<file path="config.mk">
export PLATFORM = sky130hd
export DESIGN_NAME = sensor_reading_to_distance_interp
export DESIGN_NICKNAME = d
export VERILOG_FILES = /design/src/rtl/core/srdi_pkg.sv /design/src/rtl/core/sensor_reading_to_distance_interp.sv /design/src/rtl/core/srdi_div_pipe.sv
export SDC_FILE = /design/constraint.sdc
export NUM_CORES = 2
export LEC_CHECK = 0
export BUFFER_PORTS_ARGS = -buffer_cell sky130_fd_sc_hd__buf_2
export CORE_AREA = 2 2 306 308
export CTS_CLUSTER_DIAMETER = 80
export CTS_CLUSTER_SIZE = 20
export DETAILED_ROUTE_END_ITERATION = 10
export DIE_AREA = 0 0 308 310
export PLACE_DENSITY = 0.82
export SETUP_SLACK_MARGIN = 0.15
export SLEW_MARGIN = 25
export SYNTH_ARGS = -nofsm -noshare
export SYNTH_HDL_FRONTEND = slang
export SYNTH_HIERARCHICAL = 1
export SYNTH_SLANG_ARGS = --single-unit
export TNS_END_PERCENT = 100
</file>
<file path="constraint.sdc">
create_clock -name clk -period 15.5 [get_ports clk]
set_input_delay 1.55 -clock clk [delete_from_list [all_inputs] [get_ports clk]]
set_output_delay 1.55 -clock clk [all_outputs]
set_load 0.05 [all_outputs]
</file>
<file path="src/rtl/core/srdi_pkg.sv">
// Shared constants and types for the reading-to-distance interpolator.
package srdi_pkg;

    localparam int DEFAULT_TABLE_POINTS = 8;
    localparam int DEFAULT_READING_BITS = 10;

    localparam int HALF_BITS     = 40;
    localparam int BP_PER_HALF   = 4;
    localparam int DIST_BITS     = 8;
    localparam int DIST_REG_BITS = 64;
    localparam int FRAC_BITS     = 8;
    localparam int OUT_BITS      = 16;
    localparam int QUOT_BITS     = 16;
    localparam int STATUS_BITS   = 2;
    localparam int CFG_IDX_BITS  = 2;

    localparam logic [CFG_IDX_BITS-1:0] REG_BP_FIRST = 2'd0;
    localparam logic [CFG_IDX_BITS-1:0] REG_BP_SECOND = 2'd1;
    localparam logic [CFG_IDX_BITS-1:0] REG_DISTANCES = 2'd2;

    localparam logic [STATUS_BITS-1:0] STATUS_INTERP = 2'd0;
    localparam logic [STATUS_BITS-1:0] STATUS_NEAR   = 2'd1;
    localparam logic [STATUS_BITS-1:0] STATUS_FAR    = 2'd2;

    // Fields that ride alongside the divider
    typedef struct packed {
        logic signed [DIST_BITS-1:0] base_dist;
        logic                        negative;
        logic [STATUS_BITS-1:0]      status;
    } side_t;

endpackage

</file>
<file path="src/rtl/core/sensor_reading_to_distance_interp.sv">
// Converts sensor readings to distance by piecewise linear lookup on a calibration curve.
// The data path has 21 register stages: 4 front, 16 divider and 1 output.
// Throughput: one item per cycle; a stalled output lets empty stages fill before
// s_tready drops.
// Reset clears all valid bits and the three calibration registers to zero.
module sensor_reading_to_distance_interp #(
    parameter int TABLE_POINTS = srdi_pkg::DEFAULT_TABLE_POINTS,
    parameter int READING_BITS = srdi_pkg::DEFAULT_READING_BITS
) (
    input  logic                                    clk,
    input  logic                                    rst_n,
    input  logic                                    s_tvalid,
    output logic                                    s_tready,
    input  logic [((READING_BITS+7)/8)*8-1:0]       s_tdata,    // sensor_reading
    output logic                                    m_tvalid,
    input  logic                                    m_tready,
    output logic [srdi_pkg::OUT_BITS-1:0]           m_tdata,    // distance_fixed
    output logic [srdi_pkg::STATUS_BITS-1:0]        m_tuser,    // range_status
    input  logic                                    cfg_valid,
    output logic                                    cfg_ready,
    input  logic [srdi_pkg::CFG_IDX_BITS-1:0]       cfg_index,
    input  logic [srdi_pkg::DIST_REG_BITS-1:0]      cfg_data
);

    localparam int RB       = READING_BITS;
    localparam int DB       = srdi_pkg::DIST_BITS;
    localparam int QB       = srdi_pkg::QUOT_BITS;
    localparam int HB       = srdi_pkg::HALF_BITS;
    localparam int HALF_EXT = (srdi_pkg::BP_PER_HALF * RB > HB) ?
                              srdi_pkg::BP_PER_HALF * RB : HB;
    localparam int LAST     = TABLE_POINTS - 1;
    localparam int PROD_W   = RB + DB;
    localparam int SUM_W    = srdi_pkg::OUT_BITS + 2;

    // Calibration registers
    logic [HB-1:0]                  bp_first_reg;
    logic [HB-1:0]                  bp_second_reg;
    logic [srdi_pkg::DIST_REG_BITS-1:0] dist_reg;

    always_ff @(posedge clk or negedge rst_n)
    begin
        if (!rst_n)
        begin
            bp_first_reg  <= '0;
            bp_second_reg <= '0;
            dist_reg      <= '0;
        end
        else if (cfg_valid)
        begin
            unique case (cfg_index)
                srdi_pkg::REG_BP_FIRST:  bp_first_reg  <= cfg_data[HB-1:0];
                srdi_pkg::REG_BP_SECOND: bp_second_reg <= cfg_data[HB-1:0];
                srdi_pkg::REG_DISTANCES: dist_reg      <= cfg_data;
                default:                 ;
            endcase
        end
    end

    assign cfg_ready = 1'b1;

    logic [HALF_EXT-1:0] first_ext;
    logic [HALF_EXT-1:0] second_ext;
    logic [RB-1:0]       bp      [TABLE_POINTS];
    logic signed [DB-1:0] pt_dist [TABLE_POINTS];

    assign first_ext  = HALF_EXT'(bp_first_reg);
    assign second_ext = HALF_EXT'(bp_second_reg);

    genvar gi;
    generate
        for (gi = 0; gi < TABLE_POINTS; gi++)
        begin : g_table
            if (gi < srdi_pkg::BP_PER_HALF)
            begin : g_lo
                assign bp[gi] = first_ext[gi*RB +: RB];
            end
            else
            begin : g_hi
                assign bp[gi] = second_ext[(gi-srdi_pkg::BP_PER_HALF)*RB +: RB];
            end
            assign pt_dist[gi] = dist_reg[gi*DB +: DB];
        end
    endgenerate

    // Stage enables, from the output back to the input
    logic en0, en1, en2, en3, en_out;
    logic div_in_ready;
    logic div_out_valid;
    logic v0_reg, v1_reg, v2_reg, v3_reg;

    assign en3      = !v3_reg || div_in_ready;
    assign en2      = !v2_reg || en3;
    assign en1      = !v1_reg || en2;
    assign en0      = !v0_reg || en1;
    assign s_tready = en0;

    // Stage 0: capture reading
    logic [RB-1:0] r0_reg;

    // Stage 1: compare against breakpoints, pick the segment or clamp
    logic [RB-1:0]                    r1_reg;
    logic [RB-1:0]                    b0_1_reg, b1_1_reg;
    logic signed [DB-1:0]             d0_1_reg, d1_1_reg;
    logic [srdi_pkg::STATUS_BITS-1:0] st1_reg;

    logic [RB-1:0]                    b0_next, b1_next;
    logic signed [DB-1:0]             d0_next, d1_next;
    logic [srdi_pkg::STATUS_BITS-1:0] st1_next;

    always_comb
    begin
        b0_next  = bp[0];
        b1_next  = bp[1];
        d0_next  = pt_dist[0];
        d1_next  = pt_dist[1];
        st1_next = srdi_pkg::STATUS_INTERP;
        // Lowest-index matching breakpoint wins: scan from the top down
        for (int i = LAST; i >= 1; i--)
        begin
            if (r0_reg >= bp[i])
            begin
                b0_next = bp[i-1];
                b1_next = bp[i];
                d0_next = pt_dist[i-1];
                d1_next = pt_dist[i];
            end
        end
        if (r0_reg < bp[LAST])
        begin
            st1_next = srdi_pkg::STATUS_FAR;
            d0_next  = pt_dist[LAST];
        end
        else if (r0_reg >= bp[0])
        begin
            st1_next = srdi_pkg::STATUS_NEAR;
            d0_next  = pt_dist[0];
        end
    end

    // Stage 2: offsets, span and distance step magnitude
    logic [RB-1:0]   t2_reg;
    logic [RB-1:0]   den2_reg;
    logic [DB-1:0]   dmag2_reg;
    srdi_pkg::side_t side2_reg;

    logic signed [DB:0] dd;
    logic [DB:0]        dd_neg;
    logic [RB-1:0]      t2_next, den2_next;
    logic [DB-1:0]      dmag2_next;
    srdi_pkg::side_t    side2_next;

    always_comb
    begin
        dd     = {d1_1_reg[DB-1], d1_1_reg} - {d0_1_reg[DB-1], d0_1_reg};
        dd_neg = -dd;
        side2_next.base_dist = d0_1_reg;
        side2_next.status    = st1_reg;
        if (st1_reg == srdi_pkg::STATUS_INTERP)
        begin
            t2_next             = b0_1_reg - r1_reg;
            den2_next           = b0_1_reg - b1_1_reg;
            side2_next.negative = dd[DB];
            dmag2_next          = dd[DB] ? dd_neg[DB-1:0] : dd[DB-1:0];
        end
        else
        begin
            // Clamped: zero step over a unit span gives a zero quotient
            t2_next             = '0;
            den2_next           = RB'(1);
            side2_next.negative = 1'b0;
            dmag2_next          = '0;
        end
    end

    // Stage 3: product of offset and step magnitude
    logic [PROD_W-1:0] prod3_reg;
    logic [RB-1:0]     den3_reg;
    srdi_pkg::side_t   side3_reg;

    always_ff @(posedge clk or negedge rst_n)
    begin
        if (!rst_n)
        begin
            v0_reg <= 1'b0;
            v1_reg <= 1'b0;
            v2_reg <= 1'b0;
            v3_reg <= 1'b0;
        end
        else
        begin
            if (en0)
            begin
                v0_reg <= s_tvalid;
            end
            if (en1)
            begin
                v1_reg <= v0_reg;
            end
            if (en2)
            begin
                v2_reg <= v1_reg;
            end
            if (en3)
            begin
                v3_reg <= v2_reg;
            end
        end
    end

    always_ff @(posedge clk)
    begin
        if (en0)
        begin
            r0_reg <= s_tdata[RB-1:0];
        end
        if (en1)
        begin
            r1_reg   <= r0_reg;
            b0_1_reg <= b0_next;
            b1_1_reg <= b1_next;
            d0_1_reg <= d0_next;
            d1_1_reg <= d1_next;
            st1_reg  <= st1_next;
        end
        if (en2)
        begin
            t2_reg    <= t2_next;
            den2_reg  <= den2_next;
            dmag2_reg <= dmag2_next;
            side2_reg <= side2_next;
        end
        if (en3)
        begin
            prod3_reg <= PROD_W'(t2_reg) * PROD_W'(dmag2_reg);
            den3_reg  <= den2_reg;
            side3_reg <= side2_reg;
        end
    end

    // Dividend is the product scaled by 256; its top bits already lie below the span
    logic [QB-1:0]   div_quot;
    srdi_pkg::side_t div_side;
    logic [QB-1:0]   low_bits;

    assign low_bits = {prod3_reg[DB-1:0], {srdi_pkg::FRAC_BITS{1'b0}}};

    srdi_div_pipe #(
        .DEN_BITS  (RB),
        .QUOT_BITS (QB)
    ) u_div (
        .clk       (clk),
        .rst_n     (rst_n),
        .in_valid  (v3_reg),
        .in_ready  (div_in_ready),
        .in_rem    (prod3_reg[PROD_W-1:DB]),
        .in_low    (low_bits),
        .in_den    (den3_reg),
        .in_side   (side3_reg),
        .out_valid (div_out_valid),
        .out_ready (en_out),
        .out_quot  (div_quot),
        .out_side  (div_side)
    );

    // Output register: base distance plus or minus the quotient
    logic                             out_valid_reg;
    logic [srdi_pkg::OUT_BITS-1:0]    out_dist_reg;
    logic [srdi_pkg::STATUS_BITS-1:0] out_status_reg;
    logic [SUM_W-1:0]                 base_ext;
    logic [SUM_W-1:0]                 quot_ext;
    logic [SUM_W-1:0]                 sum_next;

    assign en_out   = !out_valid_reg || m_tready;
    assign base_ext = {{2{div_side.base_dist[DB-1]}}, div_side.base_dist,
                       {srdi_pkg::FRAC_BITS{1'b0}}};
    assign quot_ext = SUM_W'(div_quot);
    assign sum_next = div_side.negative ? (base_ext - quot_ext) : (base_ext + quot_ext);

    always_ff @(posedge clk or negedge rst_n)
    begin
        if (!rst_n)
        begin
            out_valid_reg <= 1'b0;
        end
        else if (en_out)
        begin
            out_valid_reg <= div_out_valid;
        end
    end

    always_ff @(posedge clk)
    begin
        if (en_out)
        begin
            out_dist_reg   <= sum_next[srdi_pkg::OUT_BITS-1:0];
            out_status_reg <= div_side.status;
        end
    end

    assign m_tvalid = out_valid_reg;
    assign m_tdata  = out_dist_reg;
    assign m_tuser  = out_status_reg;

endmodule

</file>
<file path="src/rtl/core/srdi_div_pipe.sv">
// Pipelined restoring divider, one quotient bit per stage, with elastic stalls.
module srdi_div_pipe #(
    parameter int DEN_BITS  = srdi_pkg::DEFAULT_READING_BITS,
    parameter int QUOT_BITS = srdi_pkg::QUOT_BITS
) (
    input  logic                 clk,
    input  logic                 rst_n,
    input  logic                 in_valid,
    output logic                 in_ready,
    input  logic [DEN_BITS-1:0]  in_rem,
    input  logic [QUOT_BITS-1:0] in_low,
    input  logic [DEN_BITS-1:0]  in_den,
    input  srdi_pkg::side_t      in_side,
    output logic                 out_valid,
    input  logic                 out_ready,
    output logic [QUOT_BITS-1:0] out_quot,
    output srdi_pkg::side_t      out_side
);

    logic [QUOT_BITS-1:0] valid_reg;
    logic [DEN_BITS-1:0]  rem_reg  [QUOT_BITS];
    logic [QUOT_BITS-1:0] quot_reg [QUOT_BITS];
    logic [DEN_BITS-1:0]  den_reg  [QUOT_BITS];
    srdi_pkg::side_t      side_reg [QUOT_BITS];

    logic [DEN_BITS-1:0]  rem_next  [QUOT_BITS];
    logic [QUOT_BITS-1:0] quot_next [QUOT_BITS];
    logic [DEN_BITS-1:0]  den_src   [QUOT_BITS];
    srdi_pkg::side_t      side_src  [QUOT_BITS];
    logic [QUOT_BITS-1:0] valid_src;
    logic [QUOT_BITS:0]   en;

    assign en[QUOT_BITS] = out_ready;

    genvar k;
    generate
        for (k = 0; k < QUOT_BITS; k++)
        begin : g_stage
            logic [DEN_BITS-1:0]  rem_prev;
            logic [QUOT_BITS-1:0] quot_prev;
            logic [DEN_BITS:0]    shifted;
            logic [DEN_BITS:0]    diff;
            logic                 take;

            if (k == 0)
            begin : g_first
                assign rem_prev     = in_rem;
                assign quot_prev    = in_low;
                assign den_src[k]   = in_den;
                assign side_src[k]  = in_side;
                assign valid_src[k] = in_valid;
            end
            else
            begin : g_rest
                assign rem_prev     = rem_reg[k-1];
                assign quot_prev    = quot_reg[k-1];
                assign den_src[k]   = den_reg[k-1];
                assign side_src[k]  = side_reg[k-1];
                assign valid_src[k] = valid_reg[k-1];
            end

            // Shift in the next dividend bit, subtract when the divisor fits
            assign shifted      = {rem_prev, quot_prev[QUOT_BITS-1]};
            assign diff         = shifted - {1'b0, den_src[k]};
            assign take         = (shifted >= {1'b0, den_src[k]});
            assign rem_next[k]  = take ? diff[DEN_BITS-1:0] : shifted[DEN_BITS-1:0];
            assign quot_next[k] = {quot_prev[QUOT_BITS-2:0], take};
            assign en[k]        = !valid_reg[k] || en[k+1];
        end
    endgenerate

    always_ff @(posedge clk or negedge rst_n)
    begin
        if (!rst_n)
        begin
            valid_reg <= '0;
        end
        else
        begin
            for (int i = 0; i < QUOT_BITS; i++)
            begin
                if (en[i])
                begin
                    valid_reg[i] <= valid_src[i];
                end
            end
        end
    end

    always_ff @(posedge clk)
    begin
        for (int i = 0; i < QUOT_BITS; i++)
        begin
            if (en[i])
            begin
                rem_reg[i]  <= rem_next[i];
                quot_reg[i] <= quot_next[i];
                den_reg[i]  <= den_src[i];
                side_reg[i] <= side_src[i];
            end
        end
    end

    assign in_ready  = en[0];
    assign out_valid = valid_reg[QUOT_BITS-1];
    assign out_quot  = quot_reg[QUOT_BITS-1];
    assign out_side  = side_reg[QUOT_BITS-1];

endmodule

</file>
==> summary.md <==
| Metric | Value |
|---|---|
| Status | `finished clean` |
| Synthesized area | `0.0504 sq mm` |
| WP data arrival | `5.91 ns` |
| WHS Endpoint | `u_div/quot_reg[0][41]$_DFFE_PP_` |
| Combinational power share | `42.1%` |
| Primary FF master, synth | `edfxtp_1` |
| Post-cts repair resize count | `0` |
| R2R Path End | `prod3_reg[17]$_DFFE_PP_` |
| Clock Power Share | `14.4%` |
| Gr usage total | `20.7%` |
| Layout cells sized above 1 | `11.5%` |
| CTS Root Cell | `clkbuf_16` |
| EDFF count, synth | `886` |
| # DRC | `0` |
| Fmax | `134 MHz` |
| Initial antenna violation count | `5` |
| Design Power | `11.7 mW` |
| CP max-delay cell | `nor2_1` |
| Critical path class | `in2out` |
| Postcts setup bufs | `0` |
| Crit-path cells | `buf_2, nand2b_1, and3b_1, nand4_1, nor2_1, and3_1, nand3_2, buf_4, nor2b_1, nand4_1, buf_2` |
| # hold bufs at CTS | `0` |
| R2R cell count | `16` |
| # diodes | `0` |
| Final setup violation count | `0` |
| DPL Wire Length | `71,400 um` |
| Critical Path Start Type | `input pin` |
| I/O Pins | `108` |
| Fin crit period | `~7.5 ns` |
| Final net count | `around 4,400` |
| Crit-path max FO | `49` |
| H-tree levels | `2` |
| Flip-flop count of the largest register after layout | `256` |
| Hold path start | `u_div/quot_reg[0][24]$_DFFE_PP_` |
| Cts bufs inserted | `61` |
| Sw Share | `36.1%` |
| Detailed router's first-iteration violation count | `2,319` |
| Post-synth top area share | `52.8%` |
| Max-Cap Viols | `0` |
| CP bufs+invs | `3` |
| Vias in the first global route | `29,900` |
| CORE AREA | `0.0925 sq mm` |
| Final WL | `99,200 um` |
| Worst-Margin Slew | `approximately 1.0 ns` |
| ANT nets after route | `0` |
| Worst EP required | `13.95 ns` |
| Net Sw Power | `between 4 and 5 mW` |
| First-pass GRT wire length | `about 160,000 um` |
| Synth top cells by count | `edfxtp_1 (886), inv_1 (431), ha_1 (320), nor2_1 (212)` |
| Clk slew on worst S/H paths | `about 0.080 ns` |
| #FFs+latches synth | `1,051` |
| Min-delay worst type | `reg2reg` |
| Reg-to-reg startpoint | `dmag2_reg[4]$_SDFFCE_PP0P_` |
| Largest cells by area after synthesis | `edfxtp_1 (53%), dfrtp_1 (8.2%), ha_1 (7.9%), mux2_2 (4.2%), inv_1 (3.2%)` |
| Sequential area share after synthesis | `61.0%` |
| CTS tree | `done` |
| Initial Util | `54.5%` |
| Crit. End Element | `output port` |
| Pin count of the biggest net entering global routing | `92` |
| Pwr dens | `215 mW/mm^2` |
| LEAKAGE | `22.0 nW` |
| Mean Syn Cell Area | `approximately 13 sq um` |
| Worst VDD drop | `0.121 mV` |
| R2R setup slack | `10.54 ns` |
| # clock sinks | `1,051` |
| Post-synth top area cell | `edfxtp_1` |
| Layout area overhead | `7.74%` |
| Count leader, synth | `edfxtp_1` |
| Clock Path Buffers | `3` |
| Max-slew violations | `0` |
| Width of the die | `308 um` |
| RSZ-0062 raised after global routing | `false` |
| Fraction of registers with async set/reset | `between 10% and 20%` |
| Die Y | `~310 um` |
| Row count | `112` |
| Die area | `0.0955 sq mm` |
| Vias | `29,700` |
| Clock skew | `0.0424 ns` |
| TNS Setup | `0 ns` |
| CP delay by family, top | `simple AND/OR/NAND/NOR gates` |
| IO Port Bufs | `100` |
| Min-Delay Path Depth | `0` |
| Headroom to the max-slew limit | `30.7%` |
| Placer Congestion | `0.896` |
| Pre-Repair DR Iteration Count | `6` |
| Period Utilization, post-route | `48.1%` |
| Non-filler cells, final | `5,148` |
| Cells after DPL | `approximately 5,000` |
| Ys Warns | `6` |
| Clock Latency Late Sink | `0.70 ns` |
| Post-synthesis instance total | `3,784` |
| Worst path max stage delay | `0.59 ns` |
| Seq pwr share | `between 40% and 50%` |
| GRT overflow | `0` |
| Vias/cell | `5.77` |
| Final Hold Fails | `0` |
| Post-synthesis cell type count | `76` |
| Internal power | `7.46 mW` |
| WL per Instance | `~19 um` |
[power by group through the flow]
stage / sequential [mW] / clock [mW] / combinational, mW
3_3_place_gp: 5.07 / 0 / 4.63
3_5_place_dp: 5.14 / 0 / 4.83
2_1_floorplan: 4.92 / 0 / 3.75
4_1_cts: 5.08 / 1.72 / 4.89
5_1_grt: 5.18 / 1.81 / 5.45
6_report: 5.08 / 1.68 / 4.92
[worst reg2reg max path, cell delays in order, from the launching register on]
cell	delay (ns)
edfxtp_1	0.56
and2_1	0.26
fa_1	0.53
inv_1	0.05
fa_1	0.47
inv_1	0.06
fa_1	0.53
inv_1	0.06
fa_1	0.53
inv_1	0.04
ha_1	0.34
o21ai_0	0.20
a211oi_1	0.36
nor3_1	0.14
o41ai_1	0.34
a21oi_1	0.13
xnor2_1	0.13
[metrics by stage]
stage	setup WS (ns)	area, sq um	hold slack [ns]	utilization, %
6_report	8.04	54300	0.410	58.7
5_1_grt	7.66	54300	0.425	58.7
4_1_cts	8.10	54200	0.418	58.6
3_5_place_dp	8.22	52400	0.405	56.6
3_3_place_gp	8.56	52300	0.400	56.6
2_1_floorplan	6.58	50400	0.400	-
[layout by cell type (no fill, tap or decap), drive strengths merged, types with 54 or more instances in the layout]
cell,instances
nor2,220
nor3,54
o21ai,161
edfxtp,886
fa,67
buf,131
a21oi,147
mux2i,57
ha,320
nand2,188
dfrtp,165
and2,73
o21a,71
mux2,196
clkbuf,101
xnor2,93
inv,433
[area by class of cell]
class                           instances  area (sq um)
Clock buffer                          101          1700
Multi-Input combinational cell       2225         17800
Clock inverter                         12           173
Tap cell                             1197          1500
Fill cell                            6930         38200
Inverter                              431          1620
Sequential cell                      1051         30700
Timing Repair Buffer                  131           763
[cells by family (layout without fill, tap and decap cells)]
logic type / after synthesis / in the layout / synth area share [%]
xor+xnor: 131 / 131 / 2.28
buf+inv: 515 / 675 / 4.00
fa+ha+maj: 387 / 387 / 10.6
flops: 1051 / 1051 / 61.0
other cells: 2 / 9 / 0.0149
simple gates: 757 / 757 / 7.35
mux: 253 / 253 / 5.51
compound gates: 688 / 688 / 9.22
[worst max-delay path by stage]
| stage | startpoint | cells after the start | slack (ns) | end |
|---|---|---|---|---|
| after detailed placement | m_tready | 11 | 8.22 | s_tready |
| after global placement | m_tready | 11 | 8.56 | s_tready |
| after floorplan | m_tready | 8 | 6.58 | s_tready |
| after global routing | m_tready | 11 | 7.66 | s_tready |
| after CTS | m_tready | 11 | 8.10 | s_tready |
| final | m_tready | 11 | 8.04 | s_tready |
[layer usage]
layer	GRT usage (%)	wire length, um
met3	3.12	5480
met1	23.9	37400
met4	10.2	4890
met2	37.5	51400
met5	0	34
No activity file was read; power rests on OpenSTA's default activity.
